===== src/hdl/cpu_opcode_predecoder_top_defines.svh =====
// Assertion macros shared by the predecoder modules.
`ifndef CPU_OPCODE_PREDECODER_TOP_DEFINES_SVH
`define CPU_OPCODE_PREDECODER_TOP_DEFINES_SVH

`ifndef ASSERT_OFF
`define COP_ASSERT(lbl, prop) \
  lbl: assert property (@(posedge clk_i) disable iff (!rst_ni) prop) \
    else $error("cop: property failed");
`define COP_ASSERT_ALWAYS(lbl, prop) \
  lbl: assert property (@(posedge clk_i) prop) \
    else $error("cop: property failed");
`else
`define COP_ASSERT(lbl, prop)
`define COP_ASSERT_ALWAYS(lbl, prop)
`endif

`endif


===== src/hdl/cop_pkg.sv =====
`default_nettype none

package cop_pkg;

  typedef enum logic [6:0] {
    MN_ADC, MN_AND, MN_ASL, MN_BCC, MN_BCS, MN_BEQ, MN_BIT, MN_BMI, MN_BNE, MN_BPL,
    MN_BRA, MN_BRK, MN_BVC, MN_BVS, MN_CLC, MN_CLD, MN_CLI, MN_CLV, MN_CMP, MN_CPX,
    MN_CPY, MN_DEC, MN_DEX, MN_DEY, MN_EOR, MN_INC, MN_INX, MN_INY, MN_JMP, MN_JSR,
    MN_LDA, MN_LDX, MN_LDY, MN_LSR, MN_NOP, MN_ORA, MN_PHA, MN_PHP, MN_PHX, MN_PHY,
    MN_PLA, MN_PLP, MN_PLX, MN_PLY, MN_ROL, MN_ROR, MN_RTI, MN_RTS, MN_SBC, MN_SEC,
    MN_SED, MN_SEI, MN_STA, MN_STP, MN_STX, MN_STY, MN_STZ, MN_TAX, MN_TAY, MN_TRB,
    MN_TSB, MN_TSX, MN_TXA, MN_TXS, MN_TYA, MN_WAI, MN_UND
  } mnem_e;

  typedef enum logic [4:0] {
    AM_IMP   = 5'd0,
    AM_IMPA  = 5'd1,
    AM_BRA   = 5'd3,
    AM_IMM   = 5'd4,
    AM_ZP    = 5'd5,
    AM_ZPX   = 5'd6,
    AM_ZPY   = 5'd7,
    AM_INDX  = 5'd8,
    AM_INDY  = 5'd9,
    AM_IND   = 5'd10,
    AM_ABS   = 5'd12,
    AM_ABSX  = 5'd13,
    AM_ABSY  = 5'd14,
    AM_IND16 = 5'd15,
    AM_IND1X = 5'd16
  } amode_e;

  // Highest mode code of the no-operand and one-operand groups.
  localparam logic [4:0] LastNoOperand  = 5'd2;
  localparam logic [4:0] LastOneOperand = 5'd11;

  typedef struct packed {
    logic [7:0]  opcode;
    logic [15:0] addr;
    logic [7:0]  operand_lo;
    logic [7:0]  operand_hi;
  } rec_t;

  localparam mnem_e MnemTab [256] = '{
    MN_BRK, MN_ORA, MN_UND, MN_UND, MN_TSB, MN_ORA, MN_ASL, MN_UND,
    MN_PHP, MN_ORA, MN_ASL, MN_UND, MN_TSB, MN_ORA, MN_ASL, MN_UND,
    MN_BPL, MN_ORA, MN_ORA, MN_UND, MN_TRB, MN_ORA, MN_ASL, MN_UND,
    MN_CLC, MN_ORA, MN_INC, MN_UND, MN_TRB, MN_ORA, MN_ASL, MN_UND,
    MN_JSR, MN_AND, MN_UND, MN_UND, MN_BIT, MN_AND, MN_ROL, MN_UND,
    MN_PLP, MN_AND, MN_ROL, MN_UND, MN_BIT, MN_AND, MN_ROL, MN_UND,
    MN_BMI, MN_AND, MN_AND, MN_UND, MN_BIT, MN_AND, MN_ROL, MN_UND,
    MN_SEC, MN_AND, MN_DEC, MN_UND, MN_BIT, MN_AND, MN_ROL, MN_UND,
    MN_RTI, MN_EOR, MN_UND, MN_UND, MN_UND, MN_EOR, MN_LSR, MN_UND,
    MN_PHA, MN_EOR, MN_LSR, MN_UND, MN_JMP, MN_EOR, MN_LSR, MN_UND,
    MN_BVC, MN_EOR, MN_EOR, MN_UND, MN_UND, MN_EOR, MN_LSR, MN_UND,
    MN_CLI, MN_EOR, MN_PHY, MN_UND, MN_UND, MN_EOR, MN_LSR, MN_UND,
    MN_RTS, MN_ADC, MN_UND, MN_UND, MN_STZ, MN_ADC, MN_ROR, MN_UND,
    MN_PLA, MN_ADC, MN_ROR, MN_UND, MN_JMP, MN_ADC, MN_ROR, MN_UND,
    MN_BVS, MN_ADC, MN_ADC, MN_UND, MN_STZ, MN_ADC, MN_ROR, MN_UND,
    MN_SEI, MN_ADC, MN_PLY, MN_UND, MN_JMP, MN_ADC, MN_ROR, MN_UND,
    MN_BRA, MN_STA, MN_UND, MN_UND, MN_STY, MN_STA, MN_STX, MN_UND,
    MN_DEY, MN_BIT, MN_TXA, MN_UND, MN_STY, MN_STA, MN_STX, MN_UND,
    MN_BCC, MN_STA, MN_STA, MN_UND, MN_STY, MN_STA, MN_STX, MN_UND,
    MN_TYA, MN_STA, MN_TXS, MN_UND, MN_STZ, MN_STA, MN_STZ, MN_UND,
    MN_LDY, MN_LDA, MN_LDX, MN_UND, MN_LDY, MN_LDA, MN_LDX, MN_UND,
    MN_TAY, MN_LDA, MN_TAX, MN_UND, MN_LDY, MN_LDA, MN_LDX, MN_UND,
    MN_BCS, MN_LDA, MN_LDA, MN_UND, MN_LDY, MN_LDA, MN_LDX, MN_UND,
    MN_CLV, MN_LDA, MN_TSX, MN_UND, MN_LDY, MN_LDA, MN_LDX, MN_UND,
    MN_CPY, MN_CMP, MN_UND, MN_UND, MN_CPY, MN_CMP, MN_DEC, MN_UND,
    MN_INY, MN_CMP, MN_DEX, MN_WAI, MN_CPY, MN_CMP, MN_DEC, MN_UND,
    MN_BNE, MN_CMP, MN_CMP, MN_UND, MN_UND, MN_CMP, MN_DEC, MN_UND,
    MN_CLD, MN_CMP, MN_PHX, MN_STP, MN_UND, MN_CMP, MN_DEC, MN_UND,
    MN_CPX, MN_SBC, MN_UND, MN_UND, MN_CPX, MN_SBC, MN_INC, MN_UND,
    MN_INX, MN_SBC, MN_NOP, MN_UND, MN_CPX, MN_SBC, MN_INC, MN_UND,
    MN_BEQ, MN_SBC, MN_SBC, MN_UND, MN_UND, MN_SBC, MN_INC, MN_UND,
    MN_SED, MN_SBC, MN_PLX, MN_UND, MN_UND, MN_SBC, MN_INC, MN_UND
  };

  localparam amode_e ModeTab [256] = '{
    AM_IMP, AM_INDX, AM_IMP, AM_IMP, AM_ZP, AM_ZP, AM_ZP, AM_IMP,
    AM_IMP, AM_IMM, AM_IMPA, AM_IMP, AM_ABS, AM_ABS, AM_ABS, AM_IMP,
    AM_BRA, AM_INDY, AM_IND, AM_IMP, AM_ZP, AM_ZPX, AM_ZPX, AM_IMP,
    AM_IMP, AM_ABSY, AM_IMPA, AM_IMP, AM_ABS, AM_ABSX, AM_ABSX, AM_IMP,
    AM_ABS, AM_INDX, AM_IMP, AM_IMP, AM_ZP, AM_ZP, AM_ZP, AM_IMP,
    AM_IMP, AM_IMM, AM_IMPA, AM_IMP, AM_ABS, AM_ABS, AM_ABS, AM_IMP,
    AM_BRA, AM_INDY, AM_IND, AM_IMP, AM_ZPX, AM_ZPX, AM_ZPX, AM_IMP,
    AM_IMP, AM_ABSY, AM_IMPA, AM_IMP, AM_ABSX, AM_ABSX, AM_ABSX, AM_IMP,
    AM_IMP, AM_INDX, AM_IMP, AM_IMP, AM_ZP, AM_ZP, AM_ZP, AM_IMP,
    AM_IMP, AM_IMM, AM_IMPA, AM_IMP, AM_ABS, AM_ABS, AM_ABS, AM_IMP,
    AM_BRA, AM_INDY, AM_IND, AM_IMP, AM_ZP, AM_ZPX, AM_ZPX, AM_IMP,
    AM_IMP, AM_ABSY, AM_IMP, AM_IMP, AM_ABS, AM_ABSX, AM_ABSX, AM_IMP,
    AM_IMP, AM_INDX, AM_IMP, AM_IMP, AM_ZP, AM_ZP, AM_ZP, AM_IMP,
    AM_IMP, AM_IMM, AM_IMPA, AM_IMP, AM_IND16, AM_ABS, AM_ABS, AM_IMP,
    AM_BRA, AM_INDY, AM_IND, AM_IMP, AM_ZPX, AM_ZPX, AM_ZPX, AM_IMP,
    AM_IMP, AM_ABSY, AM_IMP, AM_IMP, AM_IND1X, AM_ABSX, AM_ABSX, AM_IMP,
    AM_BRA, AM_INDX, AM_IMP, AM_IMP, AM_ZP, AM_ZP, AM_ZP, AM_IMP,
    AM_IMP, AM_IMM, AM_IMP, AM_IMP, AM_ABS, AM_ABS, AM_ABS, AM_IMP,
    AM_BRA, AM_INDY, AM_IND, AM_IMP, AM_ZPX, AM_ZPX, AM_ZPY, AM_IMP,
    AM_IMP, AM_ABSY, AM_IMP, AM_IMP, AM_ABS, AM_ABSX, AM_ABSX, AM_IMP,
    AM_IMM, AM_INDX, AM_IMM, AM_IMP, AM_ZP, AM_ZP, AM_ZP, AM_IMP,
    AM_IMP, AM_IMM, AM_IMP, AM_IMP, AM_ABS, AM_ABS, AM_ABS, AM_IMP,
    AM_BRA, AM_INDY, AM_IND, AM_IMP, AM_ZPX, AM_ZPX, AM_ZPY, AM_IMP,
    AM_IMP, AM_ABSY, AM_IMP, AM_IMP, AM_ABSX, AM_ABSX, AM_ABSY, AM_IMP,
    AM_IMM, AM_INDX, AM_IMP, AM_IMP, AM_ZP, AM_ZP, AM_ZP, AM_IMP,
    AM_IMP, AM_IMM, AM_IMP, AM_IMP, AM_ABS, AM_ABS, AM_ABS, AM_IMP,
    AM_BRA, AM_INDY, AM_IND, AM_IMP, AM_ZP, AM_ZPX, AM_ZPX, AM_IMP,
    AM_IMP, AM_ABSY, AM_IMP, AM_IMP, AM_ABS, AM_ABSX, AM_ABSX, AM_IMP,
    AM_IMM, AM_INDX, AM_IMP, AM_IMP, AM_ZP, AM_ZP, AM_ZP, AM_IMP,
    AM_IMP, AM_IMM, AM_IMP, AM_IMP, AM_ABS, AM_ABS, AM_ABS, AM_IMP,
    AM_BRA, AM_INDY, AM_IND, AM_IMP, AM_ZP, AM_ZPX, AM_ZPX, AM_IMP,
    AM_IMP, AM_ABSY, AM_IMP, AM_IMP, AM_ABS, AM_ABSX, AM_ABSX, AM_IMP
  };

  function automatic logic [1:0] opnd_count(input logic [7:0] op);
    logic [4:0] m;
    m = ModeTab[op];
    if (m > LastOneOperand) begin
      return 2'd2;
    end else if (m > LastNoOperand) begin
      return 2'd1;
    end
    return 2'd0;
  endfunction

endpackage

`default_nettype wire


===== src/hdl/cop_if.sv =====
`default_nettype none

interface cop_in_if;
  logic       valid;
  logic       ready;
  logic [7:0]  mem_byte;
  logic [15:0] byte_addr;

  modport source (output valid, output mem_byte, output byte_addr, input ready);
  modport sink (input valid, input mem_byte, input byte_addr, output ready);
endinterface

interface cop_out_if;
  logic        valid;
  logic        ready;
  logic [15:0] instr_addr;
  logic [7:0]  opcode_value;
  logic [6:0]  mnemonic_id;
  logic [4:0]  addr_mode;
  logic [7:0]  operand_lo;
  logic [7:0]  operand_hi;
  logic [1:0]  instr_length;
  logic [15:0] branch_target;
  logic [15:0] next_addr;

  modport source (
    output valid, output instr_addr, output opcode_value, output mnemonic_id,
    output addr_mode, output operand_lo, output operand_hi, output instr_length,
    output branch_target, output next_addr, input ready
  );
  modport sink (
    input valid, input instr_addr, input opcode_value, input mnemonic_id,
    input addr_mode, input operand_lo, input operand_hi, input instr_length,
    input branch_target, input next_addr, output ready
  );
endinterface

`default_nettype wire


===== src/hdl/cpu_opcode_predecoder_top.sv =====
// Channel  Dir  Word
// in_i     in   mem_byte[7:0], byte_addr[15:0]
// out_o    out  instr_addr, opcode_value, mnemonic_id, addr_mode, operand_lo,
//                operand_hi, instr_length, branch_target, next_addr
//
// One byte is accepted every cycle while in_i.ready is high; a decoded word
// leaves through the record and output registers after the last byte of its instruction.
// The mode table is read combinationally in both stages, the mnemonic table only in the output stage.
// Reset clears the pending byte count and both valid flags.
// A stall on out_o stops in_i only once both registers are full.
`default_nettype none

module cpu_opcode_predecoder_top (
  input  wire logic  clk_i,
  input  wire logic  rst_ni,
  cop_in_if.sink     in_i,
  cop_out_if.source  out_o
);

  cop_pkg::rec_t rec;
  logic          rec_valid;
  logic          rec_ready;

  cop_collect u_collect (
    .clk_i       (clk_i),
    .rst_ni      (rst_ni),
    .in_i        (in_i),
    .rec_o       (rec),
    .rec_valid_o (rec_valid),
    .rec_ready_i (rec_ready)
  );

  cop_format u_format (
    .clk_i       (clk_i),
    .rst_ni      (rst_ni),
    .rec_i       (rec),
    .rec_valid_i (rec_valid),
    .rec_ready_o (rec_ready),
    .out_o       (out_o)
  );

endmodule

`default_nettype wire


===== src/hdl/cop_collect.sv =====
`default_nettype none
`include "cpu_opcode_predecoder_top_defines.svh"

module cop_collect (
  input  wire logic         clk_i,
  input  wire logic         rst_ni,
  cop_in_if.sink            in_i,
  output cop_pkg::rec_t     rec_o,
  output logic              rec_valid_o,
  input  wire logic         rec_ready_i
);

  logic [1:0]    pending_q, pending_d;
  logic [7:0]    held_op_q, held_op_d;
  logic [15:0]   held_addr_q, held_addr_d;
  logic [7:0]    held_lo_q, held_lo_d;
  cop_pkg::rec_t rec_q, rec_d;
  logic          rec_valid_q, rec_valid_d;
  logic          in_fire;
  logic          emit;
  logic [1:0]    new_count;
  logic          held_two;

  assign in_i.ready  = !rec_valid_q || rec_ready_i;
  assign in_fire     = in_i.valid && in_i.ready;
  assign new_count   = cop_pkg::opnd_count(in_i.mem_byte);
  assign held_two    = (cop_pkg::opnd_count(held_op_q) == 2'd2);
  assign rec_o       = rec_q;
  assign rec_valid_o = rec_valid_q;

  always_comb begin
    pending_d   = pending_q;
    held_op_d   = held_op_q;
    held_addr_d = held_addr_q;
    held_lo_d   = held_lo_q;
    rec_d       = rec_q;
    emit        = 1'b0;
    if (in_fire) begin
      case (pending_q)
        2'd2: begin
          held_lo_d = in_i.mem_byte;
          pending_d = 2'd1;
        end
        2'd1: begin
          pending_d    = 2'd0;
          emit         = 1'b1;
          rec_d.opcode = held_op_q;
          rec_d.addr   = held_addr_q;
          if (held_two) begin
            rec_d.operand_lo = held_lo_q;
            rec_d.operand_hi = in_i.mem_byte;
          end else begin
            rec_d.operand_lo = in_i.mem_byte;
            rec_d.operand_hi = 8'd0;
          end
        end
        default: begin
          held_op_d        = in_i.mem_byte;
          held_addr_d      = in_i.byte_addr;
          held_lo_d        = 8'd0;
          pending_d        = new_count;
          emit             = (new_count == 2'd0);
          rec_d.opcode     = in_i.mem_byte;
          rec_d.addr       = in_i.byte_addr;
          rec_d.operand_lo = 8'd0;
          rec_d.operand_hi = 8'd0;
        end
      endcase
    end
  end

  always_comb begin
    rec_valid_d = rec_valid_q && !rec_ready_i;
    if (emit) begin
      rec_valid_d = 1'b1;
    end
  end

  always_ff @(posedge clk_i or negedge rst_ni) begin
    if (!rst_ni) begin
      pending_q   <= 2'd0;
      rec_valid_q <= 1'b0;
    end else begin
      pending_q   <= pending_d;
      rec_valid_q <= rec_valid_d;
    end
  end

  always_ff @(posedge clk_i) begin
    held_op_q   <= held_op_d;
    held_addr_q <= held_addr_d;
    held_lo_q   <= held_lo_d;
    if (emit) begin
      rec_q <= rec_d;
    end
  end

  `COP_ASSERT_ALWAYS(a_pending_legal, (!rst_ni || pending_q != 2'd3))
  `COP_ASSERT(a_first_operand_held, (in_fire && pending_q == 2'd2) |=> pending_q == 2'd1)
  `COP_ASSERT(a_rec_holds, (rec_valid_q && !rec_ready_i) |=> (rec_valid_q && $stable(rec_q)))

endmodule

`default_nettype wire


===== src/hdl/cop_format.sv =====
`default_nettype none
`include "cpu_opcode_predecoder_top_defines.svh"

module cop_format (
  input  wire logic          clk_i,
  input  wire logic          rst_ni,
  input  wire cop_pkg::rec_t rec_i,
  input  wire logic          rec_valid_i,
  output logic               rec_ready_o,
  cop_out_if.source          out_o
);

  logic             out_valid_q;
  logic             rec_fire;
  cop_pkg::amode_e  mode;
  cop_pkg::mnem_e   mnem;
  logic [1:0]       len;
  logic [15:0]      target;
  logic [15:0]      next;

  logic [15:0] addr_q;
  logic [7:0]  op_q;
  logic [6:0]  mnem_q;
  logic [4:0]  mode_q;
  logic [7:0]  lo_q;
  logic [7:0]  hi_q;
  logic [1:0]  len_q;
  logic [15:0] target_q;
  logic [15:0] next_q;

  assign rec_ready_o = !out_valid_q || out_o.ready;
  assign rec_fire    = rec_valid_i && rec_ready_o;

  always_comb begin
    mode   = cop_pkg::ModeTab[rec_i.opcode];
    mnem   = cop_pkg::MnemTab[rec_i.opcode];
    len    = 2'd1 + cop_pkg::opnd_count(rec_i.opcode);
    target = 16'd0;
    if (mode == cop_pkg::AM_BRA) begin
      target = rec_i.addr + 16'd2 + {{8{rec_i.operand_lo[7]}}, rec_i.operand_lo};
    end
    next = rec_i.addr + {14'd0, len};
  end

  always_ff @(posedge clk_i or negedge rst_ni) begin
    if (!rst_ni) begin
      out_valid_q <= 1'b0;
    end else if (rec_ready_o) begin
      out_valid_q <= rec_valid_i;
    end
  end

  always_ff @(posedge clk_i) begin
    if (rec_fire) begin
      addr_q   <= rec_i.addr;
      op_q     <= rec_i.opcode;
      mnem_q   <= mnem;
      mode_q   <= mode;
      lo_q     <= rec_i.operand_lo;
      hi_q     <= rec_i.operand_hi;
      len_q    <= len;
      target_q <= target;
      next_q   <= next;
    end
  end

  assign out_o.valid         = out_valid_q;
  assign out_o.instr_addr    = addr_q;
  assign out_o.opcode_value  = op_q;
  assign out_o.mnemonic_id   = mnem_q;
  assign out_o.addr_mode     = mode_q;
  assign out_o.operand_lo    = lo_q;
  assign out_o.operand_hi    = hi_q;
  assign out_o.instr_length  = len_q;
  assign out_o.branch_target = target_q;
  assign out_o.next_addr     = next_q;

  `COP_ASSERT(a_target_only_rel, (out_valid_q && mode_q != cop_pkg::AM_BRA) |-> target_q == 16'd0)
  `COP_ASSERT(a_short_no_operand, (out_valid_q && len_q == 2'd1) |-> (lo_q == 8'd0 && hi_q == 8'd0))

endmodule

`default_nettype wire

===== src/flat_wrapper.sv =====
// flat-port wrapper written by rule: the top's interface ports become plain ports
module cpu_opcode_predecoder_top_flat 
  (clk_i, rst_ni, in_i_valid, in_i_mem_byte, in_i_byte_addr, in_i_ready, out_o_valid, out_o_instr_addr, out_o_opcode_value, out_o_mnemonic_id, out_o_addr_mode, out_o_operand_lo, out_o_operand_hi, out_o_instr_length, out_o_branch_target, out_o_next_addr, out_o_ready);
  cop_in_if in_i_i ();
  cop_out_if out_o_i ();
  input  wire logic clk_i;
  input  wire logic rst_ni;
  input wire logic [$bits(in_i_i.valid)-1:0] in_i_valid;
  input wire logic [$bits(in_i_i.mem_byte)-1:0] in_i_mem_byte;
  input wire logic [$bits(in_i_i.byte_addr)-1:0] in_i_byte_addr;
  output wire logic [$bits(in_i_i.ready)-1:0] in_i_ready;
  output wire logic [$bits(out_o_i.valid)-1:0] out_o_valid;
  output wire logic [$bits(out_o_i.instr_addr)-1:0] out_o_instr_addr;
  output wire logic [$bits(out_o_i.opcode_value)-1:0] out_o_opcode_value;
  output wire logic [$bits(out_o_i.mnemonic_id)-1:0] out_o_mnemonic_id;
  output wire logic [$bits(out_o_i.addr_mode)-1:0] out_o_addr_mode;
  output wire logic [$bits(out_o_i.operand_lo)-1:0] out_o_operand_lo;
  output wire logic [$bits(out_o_i.operand_hi)-1:0] out_o_operand_hi;
  output wire logic [$bits(out_o_i.instr_length)-1:0] out_o_instr_length;
  output wire logic [$bits(out_o_i.branch_target)-1:0] out_o_branch_target;
  output wire logic [$bits(out_o_i.next_addr)-1:0] out_o_next_addr;
  input wire logic [$bits(out_o_i.ready)-1:0] out_o_ready;
  assign in_i_i.valid = in_i_valid;
  assign in_i_i.mem_byte = in_i_mem_byte;
  assign in_i_i.byte_addr = in_i_byte_addr;
  assign in_i_ready = in_i_i.ready;
  assign out_o_valid = out_o_i.valid;
  assign out_o_instr_addr = out_o_i.instr_addr;
  assign out_o_opcode_value = out_o_i.opcode_value;
  assign out_o_mnemonic_id = out_o_i.mnemonic_id;
  assign out_o_addr_mode = out_o_i.addr_mode;
  assign out_o_operand_lo = out_o_i.operand_lo;
  assign out_o_operand_hi = out_o_i.operand_hi;
  assign out_o_instr_length = out_o_i.instr_length;
  assign out_o_branch_target = out_o_i.branch_target;
  assign out_o_next_addr = out_o_i.next_addr;
  assign out_o_i.ready = out_o_ready;
  cpu_opcode_predecoder_top u_core (.clk_i(clk_i), .rst_ni(rst_ni), .in_i(in_i_i), .out_o(out_o_i));
endmodule

===== config.mk =====
export PLATFORM = sky130hd
export DESIGN_NAME = cpu_opcode_predecoder_top_flat
export DESIGN_NICKNAME = d
export VERILOG_FILES = /design/src/hdl/cop_pkg.sv /design/src/hdl/cop_if.sv /design/src/hdl/cpu_opcode_predecoder_top.sv /design/src/hdl/cop_collect.sv /design/src/hdl/cop_format.sv /design/src/flat_wrapper.sv
export VERILOG_INCLUDE_DIRS = /design/src /design/src/hdl
export SDC_FILE = /design/constraint.sdc
export NUM_CORES = 1
export LEC_CHECK = 0
export BUFFER_PORTS_ARGS = -buffer_cell sky130_fd_sc_hd__buf_2
export CAP_MARGIN = 25
export CELL_PAD_IN_SITES_DETAIL_PLACEMENT = 1
export CELL_PAD_IN_SITES_GLOBAL_PLACEMENT = 1
export CORE_ASPECT_RATIO = 0.75
export CORE_MARGIN = 2
export CORE_UTILIZATION = 35
export DETAILED_ROUTE_END_ITERATION = 10
export GPL_ROUTABILITY_DRIVEN = 1
export GPL_TIMING_DRIVEN = 1
export PLACE_DENSITY = 0.61
export RECOVER_POWER = 100
export SYNTH_ARGS = -nofsm -noshare
export SYNTH_HDL_FRONTEND = slang
export SYNTH_HIERARCHICAL = 1
export SYNTH_SLANG_ARGS = --single-unit

===== constraint.sdc =====
create_clock -name clk_i -period 5.71 [get_ports clk_i]
set_input_delay 0.571 -clock clk_i [delete_from_list [all_inputs] [get_ports clk_i]]
set_output_delay 0.571 -clock clk_i [all_outputs]
set_load 0.005 [all_outputs]

---- After elaboration in Yosys (flattened, before gate mapping) ----
Memory sizes are Yosys's and may differ from the RTL's. A register that Yosys moved wholly into a read port is not among the register bits.
Cells that the tools add are included.
cells by class
  $add $sub $neg .......................... 4
  order comparisons ....................... 9
  equality and inequality tests ........... 4
  mux-type cells .......................... 28
  bitwise logic cells ..................... 6
  reduce and logical (&&, ||, !) cells .... 13
operator list
  kind                                                            number
  one-hot mux 40 bit (2 select lines)                             1
  two-way mux 5 bit                                               6
  >= comparator 9 bit (second input constant)                     3
  inverter 8 -> 9 bit                                             3
  two-way mux 2 bit                                               9
  adder 16 bit                                                    1
  adder 16 x 2 -> 16 bit                                          1
  adder 16 x 2 -> 16 bit (second input constant)                  1
  two-way mux 16 bit                                              1
  one-hot mux 8 bit (2 select lines)                              1
  greater-than comparator 5 x 2 -> 1 bit (second input constant)  3
  greater-than comparator 5 x 4 -> 1 bit (second input constant)  3
  two-way mux 1 bit                                               8
  equality test 5 x 2 -> 1 bit (second input constant)            1
  equality test 2 bit (second input constant)                     2
  one-hot mux 2 bit (2 select lines)                              1
  AND reduction 2 bit                                             2
  logical AND 1 bit                                               3
  zero test 1 bit                                                 3
  inverter 1 bit                                                  3
  AND reduction 3 bit                                             1
  adder 1 x 2 -> 2 bit (first input constant)                     1
  equality test 2 x 1 -> 1 bit (second input constant)            1
  zero test 2 bit                                                 1
  other kinds (3)                                                 4
word-level totals
  register bits ........................... 155
  ROM bits ................................ 5632
  output and inout bits ................... 88
  logic and storage cells ................. 86
  memories kept ........................... 4
memories
  memory           depth  bits a word  rd ports  clocked after Yosys merged registers in  write ports  line              RTL
  (no name shown)  256    7            1         1                                        0            cop_format.sv:36  mnem = cop_pkg::MnemTab[rec_i.opcode];
  (no name shown)  256    5            1         0                                        0            cop_pkg.sv:116    m = ModeTab[op];
  (no name shown)  256    5            1         0                                        0            cop_pkg.sv:116
  (no name shown)  256    5            1         0                                        0            cop_pkg.sv:116

---- Depth between registers and ports, before layout ----
Gate-level depths: netlist of run 1.
  word-level depth ........................ 12
  mapped depth ............................ 17
  depth with buffers taken out ............ 14

---- By module ----
The synthesis of run 1 kept the hierarchy.
modules (own cells, without submodules)
  module       instances  cells each  area each (um^2)  seq. area each (um^2)
  cop_format   1          644         6251.0            2607.5
  cop_collect  1          303         3891.2            2237.1

---- Worst setup path before layout of run 1 ----
OpenSTA, ideal clock, no wires.
  kind .................................... input port to flip-flop
  start point ............................. input in_i_mem_byte[0]
  end point ............................... register u_core.u_collect.rec_q, in the netlist u_core/u_collect/rec_o[0] (enable)
  library setup time ...................... 461 ps
  arrival time ............................ 4095 ps
  data required time ...................... 5249 ps
  setup slack ............................. 1154 ps
  stages .................................. 9
  path buffers ............................ 1
  cells stage by stage .................... inv_1 -> ha_1 -> clkbuf_1 -> nor4_2 -> a31oi_1 -> a32oi_1 -> o32a_1 -> a41oi_2 -> nor4_2
between the ends
  longest elaborated chain between the ends .. 12
ends and longest elaborated chain
  element                                                   line               RTL
  start, declared                                           flat_wrapper.sv:9  input wire logic [$bits(in_i_i.mem_byte)-1:0] in_i_mem_byte;
  inverter 8 -> 9 bit (not written as such) (*)             cop_pkg.sv:116
  memory (256 x 5 bit) (*)                                  n/a
  two-way mux 5 bit (not written as such) (*) (2 in a row)  cop_pkg.sv:116
  greater-than comparator 5 x 2 -> 1 bit                    cop_pkg.sv:119     end else if (m > LastNoOperand) begin
  two-way mux 1 bit                                         cop_pkg.sv:119
  two-way mux 1 bit                                         cop_pkg.sv:117     if (m > LastOneOperand) begin
  two-way mux 2 bit (*)                                     cop_pkg.sv:122     return 2'd0;
  zero test 2 bit (*)                                       cop_collect.sv:62  emit = (new_count == 2'd0);
  one-hot mux 1 bit (2 select lines) (*)                    cop_collect.sv:39  case (pending_q)
  two-way mux 1 bit (*)                                     cop_collect.sv:38  if (in_fire) begin
  AND reduction 3 bit (no line) (*)                         n/a
  end signal, assigned                                      cop_collect.sv:94  rec_q <= rec_d;
  end, declared                                             cop_collect.sv:17  cop_pkg::rec_t rec_q, rec_d;
Every way passes the cells marked *; elsewhere a longest branch is shown, timed or not. The select of a mux whose other input is x is not followed.
A chain may end at the register's enable or synchronous reset.

---- Worst setup path after layout of run 1 ----
  start point ............................. input in_i_mem_byte[0]
  end point ............................... register u_core.u_collect.rec_q, in the netlist u_core/u_collect/rec_o[17] (enable)
Same word-level chain as after synthesis.

==> results of run 1 <==
==> state kept, by name, indices dropped and copies added (netlist names), 5 cells and up <==
| register | count |
|---|---|
| u_core/u_format/out_o.opcode_value | 8 |
| u_core/u_collect/held_addr_q | 16 |
| u_core/u_format/out_o.mnemonic_id | 7 |
| u_core/u_format/out_o.addr_mode | 5 |
| u_core/u_collect/held_op_q | 8 |
| u_core/u_format/out_o.branch_target | 16 |
| u_core/u_format/out_o.operand_hi | 8 |
| u_core/u_format/out_o.operand_lo | 8 |
| u_core/u_collect/rec_o | 40 |
| u_core/u_collect/held_lo_q | 8 |
| u_core/u_format/out_o.instr_addr | 16 |
| u_core/u_format/out_o.next_addr | 16 |
==> cells in the mapped netlist (5+ instances only) <==
| library cell | n |
|---|---|
| a211oi_1 | 6 |
| a21o_1 | 11 |
| a21oi_1 | 51 |
| a221oi_1 | 6 |
| a31oi_1 | 17 |
| and2_1 | 18 |
| and3_1 | 9 |
| and3b_1 | 6 |
| buf_2 | 18 |
| buf_6 | 8 |
| clkbuf_1 | 37 |
| edfxtp_1 | 158 |
| ha_1 | 49 |
| inv_1 | 26 |
| mux2_2 | 23 |
| mux2i_1 | 14 |
| nand2_1 | 81 |
| nand2b_1 | 29 |
| nand3_1 | 24 |
| nand4_1 | 9 |
| nor2_1 | 49 |
| nor2b_1 | 20 |
| nor3_1 | 21 |
| nor3b_1 | 5 |
| o211ai_1 | 19 |
| o21ai_0 | 51 |
| o221ai_1 | 7 |
| o22ai_1 | 6 |
| o311a_1 | 6 |
| o31ai_1 | 7 |
| xnor2_1 | 15 |
| xor2_1 | 13 |
==> stage by stage <==
stage	hold WS (ns)	cells	power, mW
3_5_place_dp	0.3884	1394	4.014
4_1_cts	0.3036	1427	5.215
5_1_grt	0.3084	1427	5.477
2_1_floorplan	0.2754	947	3.326
6_report	0.3256	1427	5.152
3_3_place_gp	0.3870	1394	3.992
==> kinds of logic (layout without fill, tap and decap cells) <==
family / Yosys count / count (layout)
mux: 39 / 39
xor+xnor: 28 / 28
compound gates: 257 / 257
fa+ha+maj: 51 / 51
flops: 162 / 162
simple gates: 311 / 311
buf+inv: 99 / 194
==> worst max-delay path, delay by kind of cell <==
kind / cells / cell delay [ns]
simple gates: 2 / 2.05
compound gates: 4 / 0.77
fa+ha+maj: 1 / 0.37
buf+inv: 3 / 1.22
==> path summary, 6_finish.rpt <==
kind,slack [ns],depth (start not counted),end
max,0.76,10,u_core/u_collect/rec_o[17]
min,0.33,1,u_core/u_collect/held_addr_q[4]
max reg2reg,0.82,12,u_core/u_format/out_o.next_addr[15]
min reg2reg,0.42,0,u_core/u_format/out_o.operand_hi[2]
max in group asynchronous,5.00,2,u_core/u_format/out_o.valid
min in group asynchronous,0.51,2,u_core/u_collect/pending_q[1]
==> power groups by stage <==
stage	sequential [mW]	combinational, mW	clock (mW)
finish	1.90	2.07	1.18
global placement	1.91	2.08	0
global route	1.94	2.28	1.25
detailed placement	1.92	2.09	0
floorplan	1.88	1.44	0
CTS	1.90	2.11	1.21
==> layer usage <==
metal	vias up	global-route usage	wire, um
met5	-	0	0
met4	0	0.04667	284
met3	22	0.04690	1854
met2	265	0.2950	12790
met1	3974	0.3099	15920
li1	3750	-	-
==> placed cells by master (no fill, tap or decap), types with 13 or more instances in the layout <==
master / count
mux2_2: 22
xor2_1: 13
nand2b_1: 29
edfxtp_1: 158
clkbuf_16: 17
nor2b_1: 20
buf_2: 35
nor2_1: 49
nand3_1: 25
mux2i_1: 14
xnor2_1: 15
inv_1: 26
a21oi_1: 51
nor3_1: 22
o21ai_0: 51
o211ai_1: 19
clkbuf_1: 90
ha_1: 49
a31oi_1: 17
nand2_1: 81
==> cell type report <==
cell class,instances,share of cell area
well taps,385,0.04234
clock buffers,18,0.03772
flip-flops and latches,162,0.4258
multi-input cells,686,0.4194
repair buffers,132,0.04982
clock inverters,14,0.01496
inverters,30,0.009898
==> flow_summary.ini, run 1 <==
[logic_synthesis]
ys_ff_latch = 162
synthTopCellsByArea = edfxtp_1 47%, ha_1 6.0%, nand2_1 3.0%
synthMuxAreaShare = 0.04231
async_reset_ff_frac = 0.02469
synth-compound-area-share = 0.1785
yosysUniqueCellTypes = 98
synth_edf_count = 158
avgSynthCellArea_sq_um = 10.71
ys_seq_area_frac = 0.4777
synth-main-ff-cell = edfxtp_1
synth_largest_area_cell = edfxtp_1
netlist_instances = 947
synth.cell_area_sq_mm = 0.01014
ys.warnings.count = 6
syn-num-nets = 1026
synth_top_family_by_area = compound AO/OA/AOI/OAI gates
yosys.area_share.simple = 0.1667
synth_top_area_share = 0.4678
synth_xor_area_frac = 0.02418
synth_fa_ha_area_frac = 0.06440

[floorplan]
die-width_um = 200.6
die-area_sq_mm = 0.03037
ios = 116
start_util = 0.3590
dieHeight_um = 151.4
placementRows = 53
core_region_area_sq_mm = 0.02825

[cts]
cts_buffer_depth = 2
cts_setup_buffers = 0
clock-sinks = 162
cts_root_buffer = clkbuf_16
cts_max_level = 4
ctsHoldBuffers = 1
clkTransAtPathRegs_ns = 0.07
postCtsResizedCells = 0
clk-insertion-delay-late_ns = 0.44
numCtsBuffers = 17
cts_tree = done

[route]
routed_wl_um = 30850
wl_per_cell_um = 21.62
vias = 8011
drt_iter0_markers = 626
route.detailed.drc = 0
ant_nets = 0
routed_via_density = 5.614
first_pass_iters = 5

[finish]
insertedDiodeCount = 0
fin_util = 0.4027
design_area_sq_mm = 0.01138
num-fill-cells = 3211
drive_above_1_share = 0.1152
layout.nets = 1108
area_growth_pct = 12.18
multi_input_area_sq_mm = 0.004772
ff_latch_area_sq_mm = 0.004845

[setup_path]
path_cells = clkbuf_1 > inv_1 > ha_1 > nor4_1 > a31oi_1 > a32oi_1 > o32a_1 > a41oi_1 > nor4_1 > buf_4
arrival_ns = 5.02
reg2reg_from = u_core/u_collect/rec_o[37]
crit_start = in_i_mem_byte[0]
cpMaxStageDelayCell = nor4_1
required_ns = 5.79
path_max_fanout = 34
endpoint_kind = flop
worstSetupStartpointType = input port
crit_path_frequent_cell = nor4_1
crit_type = in -> reg
critPathMaxStageDelay_ns = 1.72

[timing]
slew_headroom = -0.9235
finClkSkew_ns = 0.01158
grt_setup_unrepaired = no
finalWorstSetupSlack_ns = 0.7633
fin_crit_ns = 4.947
finalSetupTns_ns = 0
setup_violations = 0
fmax_mhz = 202.2
hold_viol = 0
drv_slew = 142
tightest_slew_ns = 2.884
fin_crit_sh = 0.8663

[grt]
grtUsageTotal = 0.2050
grt_pass1_wl_um = 47750
grt-ovfl-total = 0
grt_start_max_net_pins = 54
antenna_found_initial = 0
grt_pass1_vias = 7926

[pwr]
clkPwrFrac = 0.228
p_int_mw = 3.132
switchingPower_mw = 2.020
vdd.ir_drop.worst_uv = 197.2
swShare = 0.3921
pwr-share-comb = 0.402
sequentialPowerShare = 0.370
power.density_mw_per_mm2 = 452.9
leakage_nw = 4.085

[min_path]
min-delay-start = in_i_byte_addr[4]
hp-class = in -> reg

[job]
drv_cap = 4

[placement]
post-place-ws_ns = 1.162
place_area_sq_mm = 0.01098
port_buffers = 115
hpwl_um = 21810
gp_congestion = 0.8865

[status]
violations = capacitance limit, slew limit
outcome = finished, violations left
Power figures use the tool's default switching activity.
==> inputs of run 2 (changes only) <==
- SYNTH_HIERARCHICAL: 1 -> unset
==> flow_summary.ini, run 2 <==
[timing]
tightest_slew_ns = 1.875
hold_viol = 0
finalSetupTns_ns = 0
fmax_mhz = 203.1
setup_violations = 0
finClkSkew_ns = 0.009526
fin_crit_sh = 0.8624
fin_crit_ns = 4.924
drv_slew = 157
grt_setup_unrepaired = no
slew_headroom = -0.2500

[route]
wl_per_cell_um = 21.36
dr_wl_met2_um = 11890
route.detailed.drc = 0
first_pass_iters = 5
wl_met3_um = 1736
drt_iter0_markers = 751
highest-signal-layer = met5
ant_nets = 0
routed_via_density = 5.587
wl_met1_um = 15030
vias = 7570
routed_wl_um = 28950

[finish]
insertedDiodeCount = 0
design_area_sq_mm = 0.01108
layout_commonest_cell = edfxtp_1
layout_common_cells = 158 x edfxtp_1, 69 x clkbuf_1, 66 x o21ai_0, 62 x nor2_1, 60 x nand2_1
ff_latch_area_sq_mm = 0.004845
multi_input_area_sq_mm = 0.004456
drive_above_1_share = 0.1554
num-fill-cells = 3046
largest_reg_flops = 40
layout.nets = 1066
fin_util = 0.4073
area_growth_pct = 13.40

[logic_synthesis]
yosysUniqueCellTypes = 86
syn-num-nets = 971
synth_top_area_share = 0.4857
async_reset_ff_frac = 0.02469
ys_seq_area_frac = 0.4960
ys_ff_latch = 162
synthTopCellsByArea = edfxtp_1 49%, ha_1 5.8%, o21ai_0 3.3%
synth-main-ff-cell = edfxtp_1
synth_common_cells = 158 x edfxtp_1, 64 x o21ai_0, 61 x nor2_1
synth_edf_count = 158
synth_largest_area_cell = edfxtp_1
ys.warnings.count = 0
avgSynthCellArea_sq_um = 10.90
synth.cell_area_sq_mm = 0.009768
netlist_instances = 896
yosysMostFrequentCell = edfxtp_1

[cts]
clkTransAtPathRegs_ns = 0.07
cts_root_buffer = clkbuf_16
clock-sinks = 162
postCtsResizedCells = 0
numCtsBuffers = 17
cts_max_level = 4
cts_tree = done
cts_buffer_depth = 2
clk-insertion-delay-late_ns = 0.44

[pwr]
switchingPower_mw = 1.936
total_power_mw = 5.071
pwr-share-comb = 0.396
vdd.ir_drop.worst_uv = 225.8
swShare = 0.3819
leakage_nw = 3.968
p_int_mw = 3.134
sequentialPowerShare = 0.378
power.density_mw_per_mm2 = 457.8
clkPwrFrac = 0.226

[grt]
grtUsageTotal = 0.1991
grt_start_max_net_pins = 64
grt-ovfl-total = 0
grt_pass1_vias = 7219
grt_pass1_wl_um = 44440
antenna_found_initial = 1

[setup_path]
arrival_ns = 5.10
endpoint_kind = flop
path_max_fanout = 22
required_ns = 5.89
crit_type = reg -> reg
worstSetupStartpointType = flop

[job]
drv_cap = 4

[floorplan]
die-width_um = 196.9
core_region_area_sq_mm = 0.02720
dieHeight_um = 148.7
die-area_sq_mm = 0.02927
placementRows = 52
start_util = 0.3592
ios = 116

[placement]
hpwl_um = 20590
place_area_sq_mm = 0.01064
gp_congestion = 0.9014
port_buffers = 115

[status]
violations = capacitance limit, slew limit
outcome = finished, violations left

[min_path]
hp-class = in -> reg
run 2: power by group through the flow:
stage               Combinational [mW]  Clock, mW  Sequential, mW
global placement                  2.02          0            1.92
detailed placement                2.04          0            1.93
global route                      2.22       1.22            1.95
finish                            2.01       1.14            1.92
CTS                               2.05       1.17            1.91
floorplan                         1.38          0            1.90
run 2: worst paths after layout:
kind                                                  endpoint  depth (start not counted)  slack, ns                       start
setup reg to reg           u_core.u_format.out_o.next_addr[15]                         16       0.79  u_core.u_collect.rec_o[32]
max in group asynchronous          u_core.u_format.out_o.valid                          2       5.02                      rst_ni
hold reg to reg            u_core.u_format.out_o.operand_hi[4]                          0       0.41   u_core.u_collect.rec_o[4]
hold / removal                u_core.u_collect.held_addr_q[12]                          1       0.32          in_i_byte_addr[12]
min in group asynchronous         u_core.u_collect.rec_valid_o                          2       0.50                      rst_ni
setup / recovery           u_core.u_format.out_o.next_addr[15]                         16       0.79  u_core.u_collect.rec_o[32]
run 2: critical path: stages, from the launching register on:
cell	delay [ns]
edfxtp_1	0.34
clkbuf_1	0.81
ha_1	0.39
buf_4	0.22
nand2_1	0.12
o211ai_1	0.17
a21oi_1	0.12
a221oi_1	0.28
a32oi_1	0.23
a2111o_1	0.49
ha_1	0.31
a21o_1	0.13
and4_1	0.25
and2_1	0.20
nor2b_1	0.29
nand4_1	0.15
xnor2_1	0.15
run 2: cells by family after synthesis:
family	count (synthesis)	share of synthesized area
buf+inv	93	0.04316
flops	162	0.4960
xor+xnor	26	0.02331
simple gates	276	0.1462
compound gates	246	0.1751
mux	46	0.05457
fa+ha+maj	47	0.06174
run 2: what timing repair did:
action                    4_1_cts  5_1_grt
hold buffers                    1        0
setup buffers                   0        0
hold endpoints to repair        4        0
run 2: routing by layer:
metal  vias up  GRT usage
li1       3556          -
met4         2    0.04511
met2       214     0.2716
met3        20    0.04649
met1      3778     0.3139
met5         -          0
run 2: final cells by class:
type	count	area share
Clock buffer	17	0.03840
Tap cell	351	0.03965
Clock inverter	15	0.01423
Timing Repair Buffer	136	0.05693
Sequential cell	162	0.4374
Inverter	33	0.01118
Multi-Input combinational cell	641	0.4022
run 2: through the flow:
| stage | setup slack [ns] | cells | hold WS, ns |
|---|---|---|---|
| after floorplan | 1.382 | 896 | 0.2754 |
| after global placement | 1.381 | 1322 | 0.3845 |
| after detailed placement | 1.244 | 1322 | 0.3835 |
| after CTS | 1.195 | 1355 | 0.2982 |
| after global routing | 0.4943 | 1355 | 0.3033 |
| final | 0.7856 | 1355 | 0.3178 |
==> inputs of run 3 (changes only) <==
- CORE_UTILIZATION: 35 -> 30
- PLACE_DENSITY: 0.61 -> 0.54
==> flow_summary.ini, run 3 (synthesized netlist as in run 2, its figures left out) <==
[floorplan]
start_util = 0.3030
dieHeight_um = 160.3
die-width_um = 212.4
ios = 116
placementRows = 57
die-area_sq_mm = 0.03403
core_region_area_sq_mm = 0.03224

[route]
route.detailed.drc = 0
drt_iter0_markers = 665
routed_via_density = 5.166
first_pass_iters = 4
routed_wl_um = 29600
vias = 7475
wl_per_cell_um = 20.46
ant_nets = 0

[pwr]
switchingPower_mw = 1.924
p_int_mw = 3.142
clkPwrFrac = 0.221
leakage_nw = 3.967
vdd.ir_drop.worst_uv = 204.5
swShare = 0.3799
power.density_mw_per_mm2 = 452.6
pwr-share-comb = 0.393
sequentialPowerShare = 0.386

[cts]
postCtsResizedCells = 0
cts_root_buffer = clkbuf_16
cts_buffer_depth = 2
clk-insertion-delay-late_ns = 0.43
clock-sinks = 162
cts_tree = done
cts_max_level = 4
numCtsBuffers = 17
clkTransAtPathRegs_ns = 0.07

[grt]
grt_start_max_net_pins = 54
grt_pass1_vias = 7285
grtUsageTotal = 0.1745
antenna_found_initial = 1
grt_pass1_wl_um = 45230
grt-ovfl-total = 0

[finish]
largest_reg_flops = 40
layout_common_cells = 158 x edfxtp_1, 68 x clkbuf_1, 66 x o21ai_0, 61 x nor2_1, 60 x nand2_1
layout_commonest_cell = edfxtp_1
insertedDiodeCount = 0
area_growth_pct = 14.60
multi_input_area_sq_mm = 0.004446
drive_above_1_share = 0.1572
num-fill-cells = 3689
layout.nets = 1067
final_cells = 1447
ff_latch_area_sq_mm = 0.004845

[placement]
hpwl_um = 21040
port_buffers = 115
gp_congestion = 0.8551
dp_cells = 1414

[timing]
finalSetupTns_ns = 0
grt_setup_unrepaired = no
slew_headroom = -0.8375
finClkSkew_ns = 0.008804
hold_viol = 0
setup_violations = 0
fin_crit_sh = 0.8466
tightest_slew_ns = 2.755
fmax_mhz = 206.9
drv_slew = 100
fin_crit_ns = 4.834

[setup_path]
endpoint_kind = flop
worstSetupStartpointType = flop
required_ns = 5.88
path_max_fanout = 15
arrival_ns = 5.00
crit_type = reg -> reg

[status]
outcome = finished, violations left
violations = capacitance limit, slew limit

[job]
drv_cap = 3

[min_path]
hp-class = in -> reg
==> run 3: path summary, 6_finish.rpt <==
kind,startpoint,end,slack [ns],depth (start not counted)
worst max-delay path,u_core.u_collect.rec_o[32],u_core.u_format.out_o.next_addr[14],0.88,16
worst min-delay path,in_i_byte_addr[4],u_core.u_collect.held_addr_q[4],0.33,1
worst max register to register,u_core.u_collect.rec_o[32],u_core.u_format.out_o.next_addr[14],0.88,16
worst min register to register,u_core.u_collect.rec_o[0],u_core.u_format.out_o.operand_hi[0],0.42,0
max in group asynchronous,rst_ni,u_core.u_collect.rec_valid_o,5.04,2
min in group asynchronous,rst_ni,u_core.u_format.out_o.valid,0.50,2
==> run 3: power groups by stage <==
stage | Combinational (mW) | Clock, mW | Sequential (mW)
2_1_floorplan | 1.38 | 0 | 1.90
3_3_place_gp | 2.04 | 0 | 1.96
3_5_place_dp | 2.03 | 0 | 1.97
4_1_cts | 2.05 | 1.17 | 1.94
5_1_grt | 2.20 | 1.20 | 1.99
6_report | 1.99 | 1.12 | 1.95
==> run 3: area by class of cell <==
| class | count | share of cell area |
|---|---|---|
| Tap cell | 442 | 0.04940 |
| Sequential cell | 162 | 0.4328 |
| Multi-Input combinational cell | 641 | 0.3971 |
| Clock inverter | 12 | 0.01185 |
| Inverter | 33 | 0.01107 |
| Clock buffer | 20 | 0.03901 |
| Timing Repair Buffer | 137 | 0.05879 |
==> run 3: timing repair <==
item,CTS,global route
buffers inserted,0,0
hold buffers,1,0
endpoints found under the hold margin,4,0
==> run 3: per-stage QoR <==
stage / total power, mW / setup WS (ns) / cell area (sq um) / hold WS (ns) / util
2_1_floorplan: 3.283 / 1.382 / 9768 / 0.2754 / -
3_3_place_gp: 3.996 / 1.253 / 10780 / 0.3822 / 0.3343
3_5_place_dp: 4.001 / 1.188 / 10780 / 0.3799 / 0.3343
4_1_cts: 5.163 / 1.133 / 11360 / 0.2978 / 0.3523
5_1_grt: 5.397 / 0.5880 / 11190 / 0.3107 / 0.3473
6_report: 5.066 / 0.8761 / 11190 / 0.3326 / 0.3473
==> run 3: layer usage <==
metal | track usage | share of wire | vias up
met4 | 0.03878 | 0.0089 | 0
li1 | - | - | 3560
met2 | 0.2412 | 0.41 | 187
met5 | 0 | 0 | -
met1 | 0.2744 | 0.53 | 3710
met3 | 0.03618 | 0.048 | 18
==> run 3: worst max-delay path, stage by stage (launching register included) <==
cell and delay (ns):
edfxtp_1 0.61, clkbuf_1 0.50, ha_1 0.64, nand2_1 0.15
a21oi_1 0.21, o21ai_0 0.13, o211a_1 0.21, o32ai_1 0.48
a211oi_1 0.15, a21o_1 0.20, ha_1 0.23, fa_1 0.41
and3_1 0.19, nand3_1 0.16, nor2_1 0.12, nand3_1 0.12
xnor2_1 0.07
